===== config.mk =====
export PLATFORM = sky130hd
export DESIGN_NAME = url_percent_decoder
export DESIGN_NICKNAME = d
export VERILOG_FILES = /design/src/rtl/upd_pkg.sv /design/src/rtl/upd_front.sv /design/src/rtl/upd_queue.sv /design/src/rtl/upd_back.sv /design/src/rtl/url_percent_decoder.sv
export SDC_FILE = /design/constraint.sdc
export NUM_CORES = 1
export LEC_CHECK = 0
export BUFFER_PORTS_ARGS = -buffer_cell sky130_fd_sc_hd__buf_2
export CORE_ASPECT_RATIO = 0.8
export CORE_MARGIN = 4
export CORE_UTILIZATION = 30
export CTS_CLUSTER_SIZE = 20
export DETAILED_ROUTE_END_ITERATION = 7
export GPL_TIMING_DRIVEN = 1
export HOLD_SLACK_MARGIN = 0.1
export PLACE_DENSITY = 0.47
export RECOVER_POWER = 25
export SYNTH_ARGS = -nofsm -noshare
export SYNTH_HDL_FRONTEND = slang
export SYNTH_SLANG_ARGS = --single-unit

===== constraint.sdc =====
create_clock -name clk -period 9.9 [get_ports clk]
set_input_delay 0.495 -clock clk [delete_from_list [all_inputs] [get_ports clk]]
set_output_delay 0.495 -clock clk [all_outputs]
set_load 0.01 [all_outputs]

===== src/rtl/upd_pkg.sv =====
package upd_pkg;

	localparam logic [7:0] CH_PERCENT = 8'h25;
	localparam logic [7:0] CH_PLUS    = 8'h2B;
	localparam logic [7:0] CH_SPACE   = 8'h20;
	localparam logic [7:0] CH_ZERO    = 8'h30;
	localparam logic [7:0] CH_LOWER_A = 8'h61;
	localparam logic [7:0] CH_UPPER_A = 8'h41;
	localparam logic [7:0] CH_NUL     = 8'h00;
	localparam logic [3:0] HEX_TEN    = 4'd10;

	localparam int QDEPTH = 4;
	localparam int QPTR_W = $clog2(QDEPTH);
	localparam int QCNT_W = $clog2(QDEPTH + 1);

	typedef enum logic [1:0] {
		MODE_NORMAL,
		MODE_HEX1,
		MODE_HEX2
	} mode_t;

	// one request: up to two decoded bytes, then an optional terminator
	typedef struct packed {
		logic [7:0] byte0;
		logic [7:0] byte1;
		logic [1:0] nbytes;
		logic       term;
	} req_t;

	function automatic logic [7:0] hex_char(input logic [3:0] nib);
		logic [7:0] r;
		if (nib >= HEX_TEN) begin
			r = 8'(nib - HEX_TEN) + CH_UPPER_A;
		end else begin
			r = 8'(nib) + CH_ZERO;
		end
		return r;
	endfunction

endpackage


===== src/rtl/upd_front.sv =====
module upd_front import upd_pkg::*; (
	input  logic       clk,
	input  logic       arst_n,
	input  logic       s_tvalid,
	output logic       s_tready,
	input  logic [7:0] s_tdata,   // in_byte
	input  logic       s_tlast,   // end_of_string
	input  logic       q_full,
	output logic       push,
	output req_t       req
);

	mode_t      mode_q, mode_d;
	logic [3:0] nibble_q, nibble_d;
	logic       halted_q, halted_d;
	logic       acc;
	logic       hex_ok;
	logic [3:0] hex_val;

	assign s_tready = !q_full;
	assign acc      = s_tvalid && !q_full;

	always_comb begin
		hex_ok  = 1'b1;
		hex_val = 4'd0;
		if (s_tdata inside {[8'h30:8'h39]}) begin
			hex_val = 4'(s_tdata - CH_ZERO);
		end else if (s_tdata inside {[8'h61:8'h66]}) begin
			hex_val = 4'(s_tdata - CH_LOWER_A) + HEX_TEN;
		end else if (s_tdata inside {[8'h41:8'h46]}) begin
			hex_val = 4'(s_tdata - CH_UPPER_A) + HEX_TEN;
		end else begin
			hex_ok = 1'b0;
		end
	end

	always_comb begin
		mode_d     = mode_q;
		nibble_d   = nibble_q;
		halted_d   = halted_q;
		req.byte0  = s_tdata;
		req.byte1  = hex_char(nibble_q);
		req.nbytes = 2'd0;
		req.term   = s_tlast;
		if (!halted_q) begin
			if (s_tdata == CH_NUL) begin
				halted_d = 1'b1;
			end else begin
				case (mode_q)
					MODE_HEX1, MODE_HEX2: begin
						mode_d = MODE_NORMAL;
						if (hex_ok) begin
							if (mode_q == MODE_HEX1) begin
								nibble_d = hex_val;
								mode_d   = MODE_HEX2;
							end else begin
								req.byte0  = {nibble_q, hex_val};
								req.nbytes = 2'd1;
							end
						end else begin
							// bad escape
							req.byte0  = CH_PERCENT;
							req.nbytes = (mode_q == MODE_HEX2) ? 2'd2 : 2'd1;
						end
					end
					default: begin
						if (s_tdata == CH_PERCENT) begin
							nibble_d = 4'd0;
							mode_d   = MODE_HEX1;
						end else if (s_tdata == CH_PLUS) begin
							req.byte0  = CH_SPACE;
							req.nbytes = 2'd1;
						end else begin
							req.nbytes = 2'd1;
						end
					end
				endcase
			end
		end
		if (s_tlast) begin
			mode_d   = MODE_NORMAL;
			nibble_d = 4'd0;
			halted_d = 1'b0;
		end
	end

	assign push = acc && (req.nbytes != 2'd0 || req.term);

	always_ff @(posedge clk or negedge arst_n) begin
		if (!arst_n) begin
			mode_q   <= MODE_NORMAL;
			nibble_q <= 4'd0;
			halted_q <= 1'b0;
		end else if (acc) begin
			mode_q   <= mode_d;
			nibble_q <= nibble_d;
			halted_q <= halted_d;
		end
	end

endmodule


===== src/rtl/upd_queue.sv =====
module upd_queue import upd_pkg::*; (
	input  logic              clk,
	input  logic              arst_n,
	input  logic              push,
	input  req_t              push_req,
	input  logic              pop,
	output req_t              head,
	output logic              empty,
	output logic              full,
	output logic [QCNT_W-1:0] count
);

	req_t              mem_q [QDEPTH];
	logic [QPTR_W-1:0] wr_ptr_q;
	logic [QPTR_W-1:0] rd_ptr_q;
	logic [QCNT_W-1:0] count_q;

	assign head  = mem_q[rd_ptr_q];
	assign empty = (count_q == '0);
	assign full  = (count_q == QCNT_W'(QDEPTH));
	assign count = count_q;

	always_ff @(posedge clk) begin
		if (push) begin
			mem_q[wr_ptr_q] <= push_req;
		end
	end

	always_ff @(posedge clk or negedge arst_n) begin
		if (!arst_n) begin
			wr_ptr_q <= '0;
			rd_ptr_q <= '0;
			count_q  <= '0;
		end else begin
			if (push) begin
				wr_ptr_q <= wr_ptr_q + 1'b1;
			end
			if (pop) begin
				rd_ptr_q <= rd_ptr_q + 1'b1;
			end
			if (push && !pop) begin
				count_q <= count_q + 1'b1;
			end else if (pop && !push) begin
				count_q <= count_q - 1'b1;
			end
		end
	end

endmodule


===== src/rtl/upd_back.sv =====
module upd_back import upd_pkg::*; (
	input  logic       clk,
	input  logic       arst_n,
	input  req_t       head,
	input  logic       empty,
	output logic       pop,
	output logic       m_tvalid,
	input  logic       m_tready,
	output logic [7:0] m_tdata,   // out_byte
	output logic       m_tlast,   // last_of_run
	output logic       m_tuser    // is_terminator
);

	logic       m_tvalid_q;
	logic [7:0] m_tdata_q;
	logic       m_tlast_q;
	logic       m_tuser_q;
	logic [1:0] idx_q;
	logic       load;
	logic [1:0] total;
	logic       cur_term;
	logic       cur_last;
	logic [7:0] cur_byte;

	assign load     = !m_tvalid_q || m_tready;
	assign total    = head.nbytes + 2'(head.term);
	assign cur_term = (idx_q >= head.nbytes);
	assign cur_last = (2'(idx_q + 2'd1) == total);
	assign cur_byte = cur_term ? CH_NUL : (idx_q[0] ? head.byte1 : head.byte0);
	assign pop      = load && !empty && cur_last;

	always_ff @(posedge clk) begin
		if (load && !empty) begin
			m_tdata_q <= cur_byte;
			m_tlast_q <= cur_last;
			m_tuser_q <= cur_term;
		end
	end

	always_ff @(posedge clk or negedge arst_n) begin
		if (!arst_n) begin
			m_tvalid_q <= 1'b0;
			idx_q      <= 2'd0;
		end else if (load) begin
			m_tvalid_q <= !empty;
			if (!empty) begin
				idx_q <= cur_last ? 2'd0 : 2'(idx_q + 2'd1);
			end
		end
	end

	assign m_tvalid = m_tvalid_q;
	assign m_tdata  = m_tdata_q;
	assign m_tlast  = m_tlast_q;
	assign m_tuser  = m_tuser_q;

endmodule


===== src/rtl/url_percent_decoder.sv =====
// URL percent decoder: takes one encoded byte per cycle on the slave side and
// delivers decoded bytes on the master side, one per cycle while m_tready is
// high. A byte yields zero to three results ('%' escape errors give up to two,
// end of string adds a zero terminator flagged on tuser); tlast marks the final
// result of each input byte. The front classifier decodes and holds escape state,
// and hands each request to a four-entry queue; the back serializer drains it
// through an output register, so each result passes through a queue entry and
// the output register before it reaches the master side, and input stalls only
// when the queue is full, i.e. when downstream falls behind the result rate.
module url_percent_decoder import upd_pkg::*; (
	input  logic       clk,
	input  logic       arst_n,
	input  logic       s_tvalid,
	output logic       s_tready,
	input  logic [7:0] s_tdata,   // in_byte
	input  logic       s_tlast,   // end_of_string
	output logic       m_tvalid,
	input  logic       m_tready,
	output logic [7:0] m_tdata,   // out_byte
	output logic       m_tlast,   // last_of_run
	output logic       m_tuser    // is_terminator
);

	logic              push;
	req_t              req;
	req_t              head;
	logic              pop;
	logic              q_empty;
	logic              q_full;
	logic [QCNT_W-1:0] q_count;

	upd_front u_front (
		.clk      (clk),
		.arst_n   (arst_n),
		.s_tvalid (s_tvalid),
		.s_tready (s_tready),
		.s_tdata  (s_tdata),
		.s_tlast  (s_tlast),
		.q_full   (q_full),
		.push     (push),
		.req      (req)
	);

	upd_queue u_queue (
		.clk      (clk),
		.arst_n   (arst_n),
		.push     (push),
		.push_req (req),
		.pop      (pop),
		.head     (head),
		.empty    (q_empty),
		.full     (q_full),
		.count    (q_count)
	);

	upd_back u_back (
		.clk      (clk),
		.arst_n   (arst_n),
		.head     (head),
		.empty    (q_empty),
		.pop      (pop),
		.m_tvalid (m_tvalid),
		.m_tready (m_tready),
		.m_tdata  (m_tdata),
		.m_tlast  (m_tlast),
		.m_tuser  (m_tuser)
	);

	a_no_overflow: assert property (@(posedge clk) disable iff (!arst_n)
		push |-> (q_count != QCNT_W'(QDEPTH)))
		else $error("request queue overflow");

	a_no_underflow: assert property (@(posedge clk) disable iff (!arst_n)
		pop |-> !q_empty)
		else $error("request queue underflow");

	a_term_last: assert property (@(posedge clk) disable iff (!arst_n)
		(m_tvalid && m_tuser) |-> (m_tlast && m_tdata == CH_NUL))
		else $error("terminator not last or not zero");

	a_count_bound: assert property (@(posedge clk) disable iff (!arst_n)
		q_count <= QCNT_W'(QDEPTH))
		else $error("queue count out of range");

endmodule


==> out/qor.yml <==
yosys:
  synthAdderAreaFrac_pct: 5.68
  postSynthAreaPerCell_um2: 14.5
  syn_inst: 327
  synth_top_area_cell: "edfxtp_1"
  syn-num-nets: 361
  synthMuxAreaShare_pct: 9.31
  synth-xor-area-share_pct: 2.89
  synthSimpleGateAreaFrac_pct: 8.94
  synth_top_area_share_pct: 51.8
  synthTopCellsByArea: "edfxtp_1 (52%), dfrtp_1 (8.9%), mux4_2 (8.5%)"
  synthDistinctLibCells: 58
  synth_compound_area_share_pct: 9.78
  synth_ff_type: "edfxtp_1"
  synth_edf_count: 82
  synth_top_family_by_area: "compound AO/OA/AOI/OAI gates"
  ys_warn_count: 0
  ys_seq_area_share_pct: 60.7
  netlist_area_um2: 4760
  async_reset_ff_share_pct: 17.2
  synth-seq-cells: 99
clocking:
  post_cts_buffers: 0
  ctsHtreeMaxLevel: 3
  post_cts_resized: 0
  cts_hold_buffers: 0
  clk_latency_ns: 0.34
  root_buffer: "clkbuf_16"
  path_clk_slew_ns: 0.07
  cts_made_buffers: 9
  clock_path_buffers: 2
  clkSinkCount: 99
  cts_tree: "built"
setup_path:
  worstSetupPathType: "reg2reg"
  cp-start-kind: "flip-flop"
  r2r_end: "u_queue.count[1]"
  reg2reg_slack_ns: 6.33
  worst-path-max-fanout: 19
  r2r_start: "u_queue.rd_ptr_q[1]"
  cp.arrival_ns: 3.80
  critPathCaptureType: "flip-flop"
  ff2ff_path_depth: 10
  required_ns: 10.13
drt:
  num_vias: 2725
  drt_iter0_drc: 176
  wl_per_cell_um: 17.1
  drt.antenna.violating_nets: 0
  drc_errors: 0
  dr.pass1.iters: 4
  via_per_inst: 4.78
  drt_wl_total_um: 9720
power_and_ir_drop:
  power_mw: 1.49
  p_sw_share_pct: 31.2
  leakage_nw: 1.86
  p_int_mw: 1.02
  ir_worst_vdd_uv: 107
  seqPwrFrac_pct: 43.7
  powerDensity_nw_per_um2: 275
  pwr-share-comb_pct: 31.2
  p_clk_share_pct: 25.1
  switchingPower_mw: 0.463
global_routing:
  grt_max_degree: 20
  antenna_found_initial: 0
  grt_pass1_vias: 2705
  grt_usage_pct: 11.4
  grt_first_pass_wirelength_um: 15400
  gr-total-overflow: 0
sta:
  final-max-slew-violation-count: 0
  period_minus_slack_ns: 3.57
  fin_setup_tns_ns: 0
  worstMarginPinSlew_ns: 1.02
  rsz0062_at_grt: "no"
  clock_skew_ns: 0.00752
  whs_ns: 0.311
  period_share_pct: 36.1
  max_slew_margin_pct: 31.3
  finalSetupViolations: 0
  setup_slack_ns: 6.33
  clock.fmax_mhz: 280
  hold_violations: 0
final_layout:
  drive_gt1_share_pct: 17.5
  areaGrowthSynthToFinish_pct: 13.4
  final_cells: 570
  layout_common_cells: "edfxtp_1 (82), nand2_1 (32), inv_1 (20), ha_1 (20)"
  nets: 389
  mostFrequentLayoutCell: "edfxtp_1"
  antenna_cells: 0
placement:
  hpwl_um: 6800
  post-place-ws_ns: 6.36
  dp.cells: 554
  port_buffers: 24
  routabilityCongestion: 0.855
floorplan:
  die_w_um: 149
  fp-row-count: 40
  coreArea_um2: 15300
  die-area_um2: 17900
  io_pins: 25
  dieHeight_um: 121
  initial_core_util_pct: 31.2
flow_run:
  drv_cap: 0
run_status:
  status: "completed"
hold_path:
  hp-class: "in2async"
## state kept, by name, summed over array words and instances (netlist names), 2 cells and up
| name | count |
|---|---|
| u_queue.wr_ptr_q | 2 |
| u_front.nibble_q | 4 |
| u_queue.rd_ptr_q | 2 |
| u_queue.mem_q | 72 |
| u_front.mode_q | 2 |
| u_queue.count | 3 |
| u_back.idx_q | 2 |
| u_back.m_tdata | 8 |
## power by group through the flow
| stage | Sequential (mW) | Clock, mW | Combinational (mW) |
|---|---|---|---|
| floorplan | 0.634 | 0 | 0.364 |
| global route | 0.662 | 0.399 | 0.519 |
| CTS | 0.649 | 0.382 | 0.483 |
| detailed placement | 0.657 | 0 | 0.482 |
| global placement | 0.655 | 0 | 0.478 |
| finish | 0.649 | 0.372 | 0.464 |
## per-layer routing
layer	vias up	track usage [%]	wire [um]
met5	-	0	0
met1	1366	16.5	4700
met4	0	2.74	91
li1	1286	-	-
met2	64	16.9	4350
met3	9	3.11	579
## area by class of cell
| class | count | area [um2] |
|---|---|---|
| fill | 1479 | 9870 |
| clock inverter | 4 | 73.8 |
| multi-input combinational | 199 | 1740 |
| clock buffer | 12 | 246 |
| sequential | 99 | 2890 |
| inverter | 20 | 75.1 |
| timing repair buffer | 26 | 113 |
| tap | 210 | 263 |
## how the worst max path moves through the flow
stage / from / to / cells after the start
floorplan: u_queue.rd_ptr_q[0] / u_queue.count[1] / 12
global placement: u_queue.rd_ptr_q[1] / u_queue.count[1] / 10
detailed placement: u_queue.rd_ptr_q[1] / u_queue.count[2] / 12
CTS: u_queue.rd_ptr_q[1] / u_queue.count[2] / 12
global route: u_front.mode_q[0] / u_queue.mem_q[3][12] / 7
finish: u_queue.rd_ptr_q[1] / u_queue.count[1] / 10
## cells in the mapped netlist, types with 5 or more instances
| cell | count |
|---|---|
| edfxtp_1 | 82 |
| nand2_1 | 32 |
| ha_1 | 20 |
| inv_1 | 20 |
| mux4_2 | 18 |
| dfrtp_1 | 17 |
| nor2_1 | 17 |
| a21oi_1 | 15 |
| o21ai_0 | 10 |
| xnor2_1 | 9 |
| o2bb2ai_1 | 7 |
| a31oi_1 | 5 |
## through the flow
stage / area (um2) / util [%]
3_5_place_dp: 5100 / 33.4
6_report: 5400 / 35.4
2_1_floorplan: 4760 / -
4_1_cts: 5420 / 35.5
3_3_place_gp: 5100 / 33.4
5_1_grt: 5400 / 35.4
## cells by family after synthesis
family | after synthesis
compound gates | 62
fa+ha+maj | 21
mux | 21
xor+xnor | 14
flops | 99
buf+inv | 29
simple gates | 81
## worst max-delay path: stages, from the launching register on
cell and delay [ns]:
dfrtp_1 0.97, mux4_2 0.44, ha_1 0.22, xnor3_2 0.42, nand2_1 0.07, o22ai_2 0.18
nand2_1 0.14, ha_1 0.28, inv_1 0.08, fa_1 0.40, mux2_2 0.27
(Power assumes the default switching activity.)
